`src/hdl/lcdns_pkg.sv`:
```
`default_nettype none

package lcdns_pkg;

  localparam int unsigned QueueDepthDefault = 4;
  localparam int unsigned InitEntries       = 10;
  localparam int unsigned InitIdxW          = 4;

  localparam logic [15:0] PowerWaitUs  = 16'd20000;
  localparam logic [15:0] Pre1WaitUs   = 16'd5000;
  localparam logic [15:0] Pre2WaitUs   = 16'd150;
  localparam logic [15:0] Pre4WaitUs   = 16'd50;
  localparam logic [3:0]  NibWake      = 4'h3;
  localparam logic [3:0]  NibFourBit   = 4'h2;
  localparam logic [7:0]  CmdClear     = 8'h01;
  localparam logic [7:0]  CmdHome      = 8'h02;
  localparam logic [7:0]  CmdFuncSet   = 8'h28;
  localparam logic [7:0]  CmdDispOff   = 8'h08;
  localparam logic [7:0]  CmdEntryMode = 8'h06;
  localparam logic [7:0]  CmdDispOn    = 8'h0C;

  localparam logic [9:0]  PulseReset  = 10'd1;
  localparam logic [9:0]  SettleReset = 10'd50;
  localparam logic [15:0] LongReset   = 16'd2000;

  typedef enum logic [1:0] {
    MODE_INIT   = 2'd0,
    MODE_CMD    = 2'd1,
    MODE_DATA   = 2'd2,
    MODE_CURSOR = 2'd3
  } mode_e;

  typedef enum logic [1:0] {
    CFG_PULSE  = 2'd0,
    CFG_SETTLE = 2'd1,
    CFG_LONG   = 2'd2
  } cfg_idx_e;

  typedef enum logic [1:0] {
    ENT_POWER  = 2'd0,
    ENT_NIBBLE = 2'd1,
    ENT_BYTE   = 2'd2
  } ent_kind_e;

  typedef struct packed {
    ent_kind_e   kind;
    logic        rs;
    logic [7:0]  value;
    logic [15:0] hold_us;
    logic        last;
  } entry_t;

  function automatic entry_t init_entry(input logic [InitIdxW-1:0] idx);
    entry_t e;
    e.kind    = ENT_BYTE;
    e.rs      = 1'b0;
    e.value   = 8'h00;
    e.hold_us = 16'd0;
    e.last    = 1'b0;
    unique case (idx)
      4'd0: begin
        e.kind    = ENT_POWER;
        e.hold_us = PowerWaitUs;
      end
      4'd1: begin
        e.kind    = ENT_NIBBLE;
        e.value   = {4'h0, NibWake};
        e.hold_us = Pre1WaitUs;
      end
      4'd2, 4'd3: begin
        e.kind    = ENT_NIBBLE;
        e.value   = {4'h0, NibWake};
        e.hold_us = Pre2WaitUs;
      end
      4'd4: begin
        e.kind    = ENT_NIBBLE;
        e.value   = {4'h0, NibFourBit};
        e.hold_us = Pre4WaitUs;
      end
      4'd5: e.value = CmdFuncSet;
      4'd6: e.value = CmdDispOff;
      4'd7: e.value = CmdClear;
      4'd8: e.value = CmdEntryMode;
      4'd9: begin
        e.value = CmdDispOn;
        e.last  = 1'b1;
      end
      default: begin
        e.kind    = ENT_POWER;
        e.hold_us = PowerWaitUs;
      end
    endcase
    return e;
  endfunction

endpackage

`default_nettype wire

```
`src/hdl/lcdns_req_if.sv`:
```
`default_nettype none

interface lcdns_req_if;
  logic       valid;
  logic       ready;
  logic [1:0] mode;
  logic [7:0] byte_value;
  logic       row;
  logic [5:0] col;

  modport source (output valid, mode, byte_value, row, col, input ready);
  modport sink   (input valid, mode, byte_value, row, col, output ready);
endinterface

`default_nettype wire

```
`src/hdl/lcdns_step_if.sv`:
```
`default_nettype none

interface lcdns_step_if;
  logic        valid;
  logic        ready;
  logic        reg_select;
  logic        enable;
  logic [3:0]  nibble;
  logic [15:0] wait_us;
  logic        last;

  modport source (output valid, reg_select, enable, nibble, wait_us, last, input ready);
  modport sink   (input valid, reg_select, enable, nibble, wait_us, last, output ready);
endinterface

`default_nettype wire

```
`src/hdl/char_lcd_nibble_sequencer_top.sv`:
```
// A request's first pin step passes through the step queue, the current-entry register
// and the output register. One pin step per cycle while the step interface is ready; the
// step sequencer in the back end splits a command, character, set-cursor or init into steps.
// Requests are accepted while the step queue has room; init holds the input until its
// ten queue entries are in.
// Reset: queue and sequencer empty, timings back to 1, 50 and 2000 us.
`default_nettype none

module char_lcd_nibble_sequencer_top
  import lcdns_pkg::*;
#(
  parameter int unsigned QueueDepth = QueueDepthDefault
) (
  input  wire logic        clk_i,
  input  wire logic        rst_ni,
  input  wire logic        cfg_we_i,
  input  wire logic [1:0]  cfg_idx_i,
  input  wire logic [15:0] cfg_data_i,
  lcdns_req_if.sink        req_i,
  lcdns_step_if.source     stp_o
);

  entry_t push_entry, head_entry;
  logic   push, pop, full, head_valid;

  lcdns_front u_front (
    .clk_i     (clk_i),
    .rst_ni    (rst_ni),
    .req       (req_i),
    .q_full_i  (full),
    .q_entry_o (push_entry),
    .q_push_o  (push)
  );

  lcdns_fifo #(
    .Depth (QueueDepth)
  ) u_fifo (
    .clk_i   (clk_i),
    .rst_ni  (rst_ni),
    .push_i  (push),
    .entry_i (push_entry),
    .full_o  (full),
    .pop_i   (pop),
    .valid_o (head_valid),
    .entry_o (head_entry)
  );

  lcdns_back u_back (
    .clk_i      (clk_i),
    .rst_ni     (rst_ni),
    .cfg_we_i   (cfg_we_i),
    .cfg_idx_i  (cfg_idx_i),
    .cfg_data_i (cfg_data_i),
    .q_valid_i  (head_valid),
    .q_entry_i  (head_entry),
    .q_pop_o    (pop),
    .stp        (stp_o)
  );

endmodule

`default_nettype wire

```
`src/hdl/lcdns_front.sv`:
```
`default_nettype none

module lcdns_front
  import lcdns_pkg::*;
(
  input  wire logic   clk_i,
  input  wire logic   rst_ni,
  lcdns_req_if.sink   req,
  input  wire logic   q_full_i,
  output entry_t      q_entry_o,
  output logic        q_push_o
);

  logic [InitIdxW-1:0] init_cnt_q, init_cnt_d;
  logic                accept;

  // init expands into one queue entry per cycle while the queue is not full; first one goes with the accepted beat
  assign req.ready = (init_cnt_q == '0) && !q_full_i;
  assign accept    = req.valid && req.ready;

  always_comb begin
    init_cnt_d = init_cnt_q;
    q_push_o   = 1'b0;
    q_entry_o  = init_entry(init_cnt_q);
    if (init_cnt_q != '0) begin
      if (!q_full_i) begin
        q_push_o = 1'b1;
        if (init_cnt_q == InitIdxW'(InitEntries - 1)) begin
          init_cnt_d = '0;
        end else begin
          init_cnt_d = init_cnt_q + 1'b1;
        end
      end
    end else if (accept) begin
      q_push_o         = 1'b1;
      q_entry_o.kind   = ENT_BYTE;
      q_entry_o.rs     = 1'b0;
      q_entry_o.hold_us = 16'd0;
      q_entry_o.last   = 1'b1;
      q_entry_o.value  = req.byte_value;
      unique case (mode_e'(req.mode))
        MODE_INIT: begin
          q_entry_o  = init_entry('0);
          init_cnt_d = InitIdxW'(1);
        end
        MODE_CMD:    q_entry_o.rs = 1'b0;
        MODE_DATA:   q_entry_o.rs = 1'b1;
        MODE_CURSOR: q_entry_o.value = {1'b1, req.row, req.col};
        default:     q_entry_o.rs = 1'b0;
      endcase
    end
  end

  always_ff @(posedge clk_i or negedge rst_ni) begin
    if (!rst_ni) begin
      init_cnt_q <= '0;
    end else begin
      init_cnt_q <= init_cnt_d;
    end
  end

endmodule

`default_nettype wire

```
`src/hdl/lcdns_fifo.sv`:
```
`default_nettype none

module lcdns_fifo
  import lcdns_pkg::*;
#(
  parameter int unsigned Depth = QueueDepthDefault
) (
  input  wire logic   clk_i,
  input  wire logic   rst_ni,
  input  wire logic   push_i,
  input  wire entry_t entry_i,
  output logic        full_o,
  input  wire logic   pop_i,
  output logic        valid_o,
  output entry_t      entry_o
);

  localparam int unsigned PtrW = (Depth > 1) ? $clog2(Depth) : 1;
  localparam int unsigned CntW = $clog2(Depth + 1);

  entry_t            mem_q [Depth];
  logic [PtrW-1:0]   wr_ptr_q, rd_ptr_q;
  logic [CntW-1:0]   cnt_q;

  assign full_o  = (cnt_q == CntW'(Depth));
  assign valid_o = (cnt_q != '0);
  assign entry_o = mem_q[rd_ptr_q];

  always_ff @(posedge clk_i) begin
    if (push_i) begin
      mem_q[wr_ptr_q] <= entry_i;
    end
  end

  always_ff @(posedge clk_i or negedge rst_ni) begin
    if (!rst_ni) begin
      wr_ptr_q <= '0;
      rd_ptr_q <= '0;
      cnt_q    <= '0;
    end else begin
      if (push_i) begin
        wr_ptr_q <= (wr_ptr_q == PtrW'(Depth - 1)) ? '0 : wr_ptr_q + 1'b1;
      end
      if (pop_i) begin
        rd_ptr_q <= (rd_ptr_q == PtrW'(Depth - 1)) ? '0 : rd_ptr_q + 1'b1;
      end
      if (push_i && !pop_i) begin
        cnt_q <= cnt_q + 1'b1;
      end else if (pop_i && !push_i) begin
        cnt_q <= cnt_q - 1'b1;
      end
    end
  end

endmodule

`default_nettype wire

```
`src/hdl/lcdns_back.sv`:
```
`default_nettype none

module lcdns_back
  import lcdns_pkg::*;
(
  input  wire logic        clk_i,
  input  wire logic        rst_ni,
  input  wire logic        cfg_we_i,
  input  wire logic [1:0]  cfg_idx_i,
  input  wire logic [15:0] cfg_data_i,
  input  wire logic        q_valid_i,
  input  wire entry_t      q_entry_i,
  output logic             q_pop_o,
  lcdns_step_if.source     stp
);

  logic [9:0]  pulse_q, settle_q;
  logic [15:0] long_q;

  entry_t      cur_q;
  logic        cur_valid_q;
  logic [2:0]  step_q;

  logic        out_valid_q;
  logic        out_rs_q, out_en_q, out_last_q;
  logic [3:0]  out_nib_q;
  logic [15:0] out_wait_q;

  logic        advance, final_step, load;
  logic [2:0]  final_idx;
  logic        rs_d, en_d, last_d;
  logic [3:0]  nib_d;
  logic [15:0] wait_d;
  logic [15:0] pulse_w, settle_w;

  assign pulse_w  = {6'd0, pulse_q};
  assign settle_w = {6'd0, settle_q};

  always_comb begin
    unique case (cur_q.kind)
      ENT_POWER:  final_idx = 3'd0;
      ENT_NIBBLE: final_idx = 3'd2;
      ENT_BYTE:   final_idx = 3'd4;
      default:    final_idx = 3'd0;
    endcase
  end

  assign advance    = cur_valid_q && (!out_valid_q || stp.ready);
  assign final_step = (step_q == final_idx);
  assign load       = q_valid_i && (!cur_valid_q || (advance && final_step));
  assign q_pop_o    = load;

  always_comb begin
    rs_d   = cur_q.rs;
    last_d = cur_q.last && final_step;
    en_d   = 1'b0;
    nib_d  = cur_q.value[3:0];
    wait_d = settle_w;
    unique case (cur_q.kind)
      ENT_POWER: begin
        rs_d   = 1'b0;
        nib_d  = 4'h0;
        wait_d = cur_q.hold_us;
      end
      ENT_NIBBLE: begin
        en_d = (step_q == 3'd0);
        if (step_q == 3'd0) begin
          wait_d = pulse_w;
        end else if (step_q == 3'd2) begin
          wait_d = cur_q.hold_us;
        end
      end
      ENT_BYTE: begin
        // high nibble strobe and settle, low nibble strobe and settle, then hold
        nib_d = (step_q < 3'd2) ? cur_q.value[7:4] : cur_q.value[3:0];
        en_d  = !step_q[0] && (step_q != 3'd4);
        if (en_d) begin
          wait_d = pulse_w;
        end else if (step_q == 3'd4 && !cur_q.rs &&
                     (cur_q.value == CmdClear || cur_q.value == CmdHome)) begin
          wait_d = long_q;
        end
      end
      default: begin
        nib_d = 4'h0;
      end
    endcase
  end

  always_ff @(posedge clk_i or negedge rst_ni) begin
    if (!rst_ni) begin
      pulse_q  <= PulseReset;
      settle_q <= SettleReset;
      long_q   <= LongReset;
    end else if (cfg_we_i) begin
      if (cfg_idx_i == CFG_PULSE) begin
        pulse_q <= cfg_data_i[9:0];
      end else if (cfg_idx_i == CFG_SETTLE) begin
        settle_q <= cfg_data_i[9:0];
      end else if (cfg_idx_i == CFG_LONG) begin
        long_q <= cfg_data_i;
      end
    end
  end

  always_ff @(posedge clk_i or negedge rst_ni) begin
    if (!rst_ni) begin
      cur_valid_q <= 1'b0;
      step_q      <= '0;
      out_valid_q <= 1'b0;
    end else begin
      if (load) begin
        cur_valid_q <= 1'b1;
        step_q      <= '0;
      end else if (advance) begin
        if (final_step) begin
          cur_valid_q <= 1'b0;
        end
        step_q <= step_q + 1'b1;
      end
      if (advance) begin
        out_valid_q <= 1'b1;
      end else if (stp.ready) begin
        out_valid_q <= 1'b0;
      end
    end
  end

  always_ff @(posedge clk_i) begin
    if (load) begin
      cur_q <= q_entry_i;
    end
    if (advance) begin
      out_rs_q   <= rs_d;
      out_en_q   <= en_d;
      out_nib_q  <= nib_d;
      out_wait_q <= wait_d;
      out_last_q <= last_d;
    end
  end

  assign stp.valid      = out_valid_q;
  assign stp.reg_select = out_rs_q;
  assign stp.enable     = out_en_q;
  assign stp.nibble     = out_nib_q;
  assign stp.wait_us    = out_wait_q;
  assign stp.last       = out_last_q;

endmodule

`default_nettype wire
```
`src/flat_wrapper.sv`:
```
// flat-port wrapper written by rule: the top's interface ports become plain ports
module char_lcd_nibble_sequencer_top_flat import lcdns_pkg::*;
#(
  parameter int unsigned QueueDepth = QueueDepthDefault
)
  (clk_i, rst_ni, cfg_we_i, cfg_idx_i, cfg_data_i, req_i_valid, req_i_mode, req_i_byte_value, req_i_row, req_i_col, req_i_ready, stp_o_valid, stp_o_reg_select, stp_o_enable, stp_o_nibble, stp_o_wait_us, stp_o_last, stp_o_ready);
  lcdns_req_if req_i_i ();
  lcdns_step_if stp_o_i ();
  input  wire logic clk_i;
  input  wire logic rst_ni;
  input  wire logic cfg_we_i;
  input  wire logic [1:0] cfg_idx_i;
  input  wire logic [15:0] cfg_data_i;
  input wire logic [$bits(req_i_i.valid)-1:0] req_i_valid;
  input wire logic [$bits(req_i_i.mode)-1:0] req_i_mode;
  input wire logic [$bits(req_i_i.byte_value)-1:0] req_i_byte_value;
  input wire logic [$bits(req_i_i.row)-1:0] req_i_row;
  input wire logic [$bits(req_i_i.col)-1:0] req_i_col;
  output wire logic [$bits(req_i_i.ready)-1:0] req_i_ready;
  output wire logic [$bits(stp_o_i.valid)-1:0] stp_o_valid;
  output wire logic [$bits(stp_o_i.reg_select)-1:0] stp_o_reg_select;
  output wire logic [$bits(stp_o_i.enable)-1:0] stp_o_enable;
  output wire logic [$bits(stp_o_i.nibble)-1:0] stp_o_nibble;
  output wire logic [$bits(stp_o_i.wait_us)-1:0] stp_o_wait_us;
  output wire logic [$bits(stp_o_i.last)-1:0] stp_o_last;
  input wire logic [$bits(stp_o_i.ready)-1:0] stp_o_ready;
  assign req_i_i.valid = req_i_valid;
  assign req_i_i.mode = req_i_mode;
  assign req_i_i.byte_value = req_i_byte_value;
  assign req_i_i.row = req_i_row;
  assign req_i_i.col = req_i_col;
  assign req_i_ready = req_i_i.ready;
  assign stp_o_valid = stp_o_i.valid;
  assign stp_o_reg_select = stp_o_i.reg_select;
  assign stp_o_enable = stp_o_i.enable;
  assign stp_o_nibble = stp_o_i.nibble;
  assign stp_o_wait_us = stp_o_i.wait_us;
  assign stp_o_last = stp_o_i.last;
  assign stp_o_i.ready = stp_o_ready;
  char_lcd_nibble_sequencer_top #(.QueueDepth(QueueDepth)) u_core (.clk_i(clk_i), .rst_ni(rst_ni), .cfg_we_i(cfg_we_i), .cfg_idx_i(cfg_idx_i), .cfg_data_i(cfg_data_i), .req_i(req_i_i), .stp_o(stp_o_i));
endmodule
```
`config.mk`:
```
export PLATFORM = sky130hd
export DESIGN_NAME = char_lcd_nibble_sequencer_top_flat
export DESIGN_NICKNAME = d
export VERILOG_FILES = /design/src/hdl/lcdns_pkg.sv /design/src/hdl/lcdns_req_if.sv /design/src/hdl/lcdns_step_if.sv /design/src/hdl/char_lcd_nibble_sequencer_top.sv /design/src/hdl/lcdns_front.sv /design/src/hdl/lcdns_fifo.sv /design/src/hdl/lcdns_back.sv /design/src/flat_wrapper.sv
export SDC_FILE = /design/constraint.sdc
export NUM_CORES = 1
export LEC_CHECK = 0
export BUFFER_PORTS_ARGS = -buffer_cell sky130_fd_sc_hd__buf_2
export CORE_UTILIZATION = 25
export DETAILED_ROUTE_END_ITERATION = 8
export PLACE_DENSITY = 0.49
export SKIP_LAST_GASP = 1
export SLEW_MARGIN = 20
export SYNTH_ARGS = -nofsm -noshare
export SYNTH_HDL_FRONTEND = slang
export SYNTH_HIERARCHICAL = 1
export SYNTH_SLANG_ARGS = --single-unit
```
`constraint.sdc`:
```
create_clock -name clk_i -period 3.7 [get_ports clk_i]
set_input_delay 0.37 -clock clk_i [delete_from_list [all_inputs] [get_ports clk_i]]
set_output_delay 0.37 -clock clk_i [all_outputs]
set_load 0.01 [all_outputs]
```
# Yosys cells after proc, flatten, opt, wreduce, memory -nomap -nowiden

Memory sizes are Yosys's and may differ from the RTL's. A register that Yosys moved wholly into a read port is not among the register bits.
Index checks and enable logic that the tools add are counted.

Memories kept: 1
Latch bits: 0
RAM bits: 112
Output and inout bits: 25
Logic and storage cells: 133
Input bits: 40
Register bits after elaboration: 75
ROM bits: 0

Reductions and logical operators: 43
Equal/unequal tests: 25
Divide/modulo/power cells: 0
$add $sub $neg: 6
Order comparisons: 1
Multiplexer cells: 40
Multiply operators: 0
Shift-type cells: 0
Bitwise gates (word level): 2

Memories:

| memory              | depth | width | rd ports | clocked after memory_dff | write ports | RTL line         | source |
|---|---|---|---|---|---|---|---|
| u_core.u_fifo.mem_q | 4     | 28    | 1        | 1                        | 1           | lcdns_fifo.sv:21 | `entry_t mem_q [Depth];` |

Operators with widths:

| kind                | number |
|---|---|
| $mux 16             | 5 |
| $pmux 15 s4         | 1 |
| $mux 28             | 2 |
| $pmux 16 s3         | 1 |
| $pmux 6 s7          | 1 |
| $mux 4              | 6 |
| $eq 4x3->1 const B  | 4 |
| $pmux 8 s2          | 1 |
| $eq 2x2->1 const B  | 6 |
| $mux 1              | 12 |
| $mux 3              | 4 |
| $reduce_bool 2->1   | 6 |
| $logic_and 1x1->1   | 11 |
| $eq 4x2->1 const B  | 2 |
| $eq 4x4->1 const B  | 2 |
| $eq 8x1->1 const B  | 1 |
| $eq 8x2->1 const B  | 1 |
| $pmux 4 s2          | 1 |
| $logic_not 1->1     | 7 |
| $add 3x1->3 const B | 2 |
| $eq 3x3->1 const B  | 2 |
| $logic_not 2->1     | 3 |
| $mux 2              | 3 |
| $pmux 3 s2          | 1 |
| other kinds (25)    | 32 |

# Logic depth before layout (Yosys ltp)

Depth in word-level cells: 10
Mapped depth: 12
Gate-level depth less buffers: 12

# Hierarchy

Netlist, hierarchy kept.

Modules (own cells, without submodules):

| module      | instances | area each (um^2) | cells an instance |
|---|---|---|---|
| lcdns_fifo  | 1         | 4458.0           | 183 |
| lcdns_back  | 1         | 3829.9           | 256 |
| lcdns_front | 1         | 636.9            | 91 |

# Worst setup path before layout

OpenSTA, ideal clock, no wires.

Kind: register to register
From: register, netlist name u_core/u_back/cur_q[26]
To: register u_core.u_fifo.cnt_q[1]
Setup slack: 0.480 ns
Data arrival time: 3.095 ns
Period minus slack after synthesis: 3.220 ns
Required time: 3.575 ns
Path buffers: 0
Cell stages (with the launch flop): 10
Setup time: 0.125 ns
Cell sequence: edfxtp_1 -> ha_1 -> xor2_1 -> o41ai_1 -> and2_1 -> inv_1 -> ha_1 -> inv_1 -> fa_1 -> mux2_2

Word-level cells in the longest chain between the ends: 9
Elaborated cells on any way between the ends: 12

Ends and longest elaborated chain:

| what                                               | RTL line                            | source |
|---|---|---|
| $eq 2x2->1 / $eq 2x1->1 (equally long branches)    | lcdns_back.sv:40                    | `unique case (cur_q.kind)` |
| $pmux 3 s2 *                                       | lcdns_back.sv:40                    |  |
| $eq 3x3->1 *                                       | lcdns_back.sv:49                    | `assign final_step = (step_q == final_idx);` |
| $logic_and 1x1->1 *                                | lcdns_back.sv:50                    | `assign load = q_valid_i && (!cur_valid_q \|\| (advance && final_step));` |
| $logic_or 1x1->1 *                                 | lcdns_back.sv:50                    |  |
| $logic_and 1x1->1 *                                | lcdns_back.sv:50                    |  |
| via u_core.pop                                     | char_lcd_nibble_sequencer_top.sv:24 | `logic push, pop, full, head_valid;` |
| $logic_not 1->1                                    | lcdns_fifo.sv:47                    | `if (push_i && !pop_i) begin` |
| $logic_and 1x1->1                                  | lcdns_fifo.sv:47                    |  |
| $mux 3 / $reduce_bool 2->1 (equally long branches) | --                                  |  |
| to (signal assigned)                               | lcdns_fifo.sv:48                    | `cnt_q <= cnt_q + 1'b1;` |
| to (signal assigned)                               | lcdns_fifo.sv:50                    | `cnt_q <= cnt_q - 1'b1;` |
| to (decl)                                          | lcdns_fifo.sv:23                    | `logic [CntW-1:0] cnt_q;` |

The timed path passes the listed nets; every way through them passes the cells marked *.
A chain may end at the register's enable or synchronous reset.

# Worst setup path in the final report

From: register u_core.u_front.init_cnt_q[1]
To: register u_core.u_fifo.cnt_q[1]

Word-level cells in the longest chain between the ends: 8
Elaborated cells on any way between the ends: 11

Ends and longest elaborated chain:

| what                               | RTL line                            | source |
|---|---|---|
| from (decl)                        | lcdns_front.sv:14                   | `logic [InitIdxW-1:0] init_cnt_q, init_cnt_d;` |
| from (signal assigned)             | lcdns_front.sv:58                   | `init_cnt_q <= init_cnt_d;` |
| $logic_not 4->1                    | lcdns_front.sv:18                   | `assign req.ready = (init_cnt_q == '0) && !q_full_i;` |
| $logic_and 1x1->1                  | lcdns_front.sv:18                   |  |
| $logic_and 1x1->1                  | lcdns_front.sv:19                   | `assign accept = req.valid && req.ready;` |
| $mux 1                             | lcdns_front.sv:34                   | `end else if (accept) begin` |
| $mux 1 *                           | lcdns_front.sv:25                   | `if (init_cnt_q != '0) begin` |
| via u_core.push                    | char_lcd_nibble_sequencer_top.sv:24 |  |
| $logic_not 1->1                    | lcdns_fifo.sv:49                    | `end else if (pop_i && !push_i) begin` |
| $logic_and 1x1->1                  | lcdns_fifo.sv:49                    |  |
| $reduce_bool 2->1 (no source line) | --                                  |  |

Marks and branches as above.

==> run metrics <==
commonest non-fill, non-tap cell in the layout=edfxtp_1; CP max-delay cell=or4_1; Leak Pwr=between 3 and 4 nW; pwr/cell area=between 800 and 900 nW/um^2; status=finished clean; vias after detailed routing=between 4000 and 5000; I/O Buffers=64; Fillers=approximately 3400; Max VDD drop=roughly 0.35 mV; WP data required=4.10 ns; final-stage net count=about 660; share of layout cells above drive strength 1=a little under a third; post-synthesis sequential area ratio=between 60% and 70%; CTS tree=yes; Die Ht=190.9 um; Multi-input gate area=~2500 um^2; Fmax=around 370 MHz; register area=roughly 6200 um^2; period utilization=~72%; measured slew at the worst slew-check pin=~1 ns; critical path's top delay family=simple AND/OR/NAND/NOR gates; Antenna Violating Nets Remaining=0; Placer Congestion=between 0.7 and 0.8; Unique masters post-synth=52; clock sinks=around 220; crit end category=register; Setup Fix Bufs, Post-CTS=0; Worst EP arrival=~3 ns; non-filler cells, final=roughly 1100; initial antenna violation count=1; reg2reg start=u_core/u_front/init_cnt_q[1]; Slew HR=roughly a third; CP Capture Point=u_core/u_fifo/cnt_q[1]; Clock Skews=around 0.019 ns; final hold violation count=0; largest net degree at the start of global routing=34; die width=between 150 and 200 um; crit-path max FO=16; Total Routed Length=approximately 18 mm; crit-path cells=or4_1 -> nor2_1 -> nor2_1 -> ha_1 -> inv_1 -> fa_1 -> mux2_2; ys async rst share=24.19%; Seq cells post-synth=~220; CP max stage delay=~0.67 ns; placed insts=just over 1000; Finish-stage setup viols=0; Mapped Cells=530; Max-Cap Viols=0; Die ar.=between 30000 and 40000 um^2; stages on the worst setup path=7; dpl hpwl=around 12 mm; Setup CP Type=reg -> reg; Fin Setup TNS=0 ns; Longest Clk Path Bufs=3; Initial Util=between 20% and 30%; reg2reg path depth=7; DR iter-0 viols=248; CORE AREA=around 35000 um^2; Ports=65; clock insertion delay at the later pin of the skew report=0.51 ns; post-synthesis area per instance=16.84 um^2; most frequent cells in the layout=163 x edfxtp_1, 64 x buf_2, 40 x dfrtp_1; EDFF count, synth=between 150 and 200; Hold WC Path Type=in -> reg; first-pass GRT wire length=28.36 mm; vias in the first global route=between 4000 and 5000; Slew Limit Fails=0; DR DRC count=0; synthesized area=between 8000 and 9000 um^2; CP startpoint kind=register; vias per inst=4.293; Layout area overhead=17.65%; Most used DFF post-synth=edfxtp_1; R2R Setup Slk=~1.0 ns; TritonCTS Buffers=24; synth warn=6; CTS clk-pin slew, worst paths=roughly 0.060 ns; Critical R2R Capture=u_core/u_fifo/cnt_q[1]; gr usage total=approximately 10%; WP buf/inv=1; Final Critical Period=2.672 ns; Wirelength per Cell=roughly 17 um; Root Driver=clkbuf_16; ant diodes=0; CP most frequent cell=nor2_1; GRT Residual Overflow=0; # rows=~70; Max H-tree Level=1; DR pass1 iterations=4; RSZ-0062 raised after global routing=false; CP startpoint=u_core/u_front/init_cnt_q[1]
==> power breakdown <==
part | switching (mW) | total, mW | internal, mW | leakage (nW)
clock network | 0.913 | 2.30 | 1.39 | 0.380
logic | 1.39 | 2.50 | 1.12 | 1.28
registers | 0.492 | 4.45 | 3.96 | 2.16
total | 2.79 | 9.26 | 6.47 | 3.82
==> area by class of cell <==
cell class / instances / area share, %
well taps: 455 / 5.422
repair buffers: 78 / 4.075
clock inverters: 12 / 1.084
clock buffers: 31 / 6.268
multi-input cells: 272 / 23.50
flip-flops and latches: 215 / 59.15
inverters: 14 / 0.5005
==> worst min path at each step <==
| stage | startpoint | endpoint | slack, ns | cells after the start |
|---|---|---|---|---|
| after floorplan | rst_ni | u_core/u_back/cur_valid_q | 0.07 | 0 |
| after global placement | rst_ni | u_core/u_front/init_cnt_q[0] | 0.44 | 1 |
| after detailed placement | rst_ni | u_core/u_front/init_cnt_q[0] | 0.44 | 1 |
| after CTS | cfg_data_i[11] | u_core/u_back/long_q[11] | 0.08 | 2 |
| after global routing | cfg_data_i[11] | u_core/u_back/long_q[11] | 0.08 | 2 |
| final | cfg_data_i[11] | u_core/u_back/long_q[11] | 0.10 | 2 |
==> Yosys cell counts, drive strengths merged, types with 5 or more instances <==
library cell,count,area (um^2)
a21oi,14,70.07
a22oi,21,157.7
and2,8,50.05
buf,25,181.4
clkbuf,7,26.28
dfrtp,42,1051
dfstp,10,262.8
edfxtp,163,4895
ha,16,200.2
inv,14,52.55
mux2,39,439.2
mux4,28,630.6
nand2,18,67.56
nand2b,11,68.82
nor2,26,97.59
nor2b,7,43.79
o21ai,8,40.04
o221ai,6,58.80
o22ai,6,37.54
or2,5,31.28
xor2,5,43.79
==> sequential cells by signal, indices dropped and copies added, names as in the netlist, 3 cells and up <==
register,cells
u_core/u_fifo/mem_q,112
u_core/u_back/cur_q,28
u_core/u_back/long_q,16
u_core/u_back/stp.wait_us,16
u_core/u_back/pulse_q,10
u_core/u_back/settle_q,10
u_core/u_back/stp.nibble,4
u_core/u_front/init_cnt_q,4
u_core/u_back/step_q,3
u_core/u_fifo/cnt_q,3
==> routing by layer <==
layer	wire, um	GRT usage [%]	share of wire (%)	up-vias
met2	8291	16.36	46	81
met3	687	1.762	3.8	31
met4	410	3.354	2.3	0
met5	0	0	0	-
li1	-	-	-	2193
met1	8495	13.63	47	2319
==> per-stage QoR <==
stage | worst slack, ns | hold slack (ns) | total power, mW | utilization [%] | cell area, um^2
after floorplan | 0.4799 | 0.07441 | 6.227 | - | 8936
after global placement | 1.087 | 0.4386 | 7.037 | 27.93 | 9718
after detailed placement | 1.039 | 0.4377 | 7.072 | 27.93 | 9718
after CTS | 1.025 | 0.08079 | 9.419 | 30.17 | 10500
after global routing | 0.8455 | 0.08044 | 9.847 | 30.17 | 10500
final | 1.028 | 0.1021 | 9.259 | 30.17 | 10500
==> logic make-up after synthesis <==
group / synth area share [%]
other cells: 0.04202
xor+xnor: 0.8832
compound gates: 6.042
flops: 69.56
fa+ha+maj: 2.467
buf+inv: 2.916
mux: 11.99
simple gates: 6.098
==> timing repair <==
| action | in CTS | in global routing |
|---|---|---|
| gates resized for setup | 0 | 0 |
| hold buffers | 1 | 0 |
| endpoints found under the setup margin | 0 | 0 |
| endpoints found under the hold margin | 21 | 0 |
Note: power is estimated with default switching activity, not from simulation.
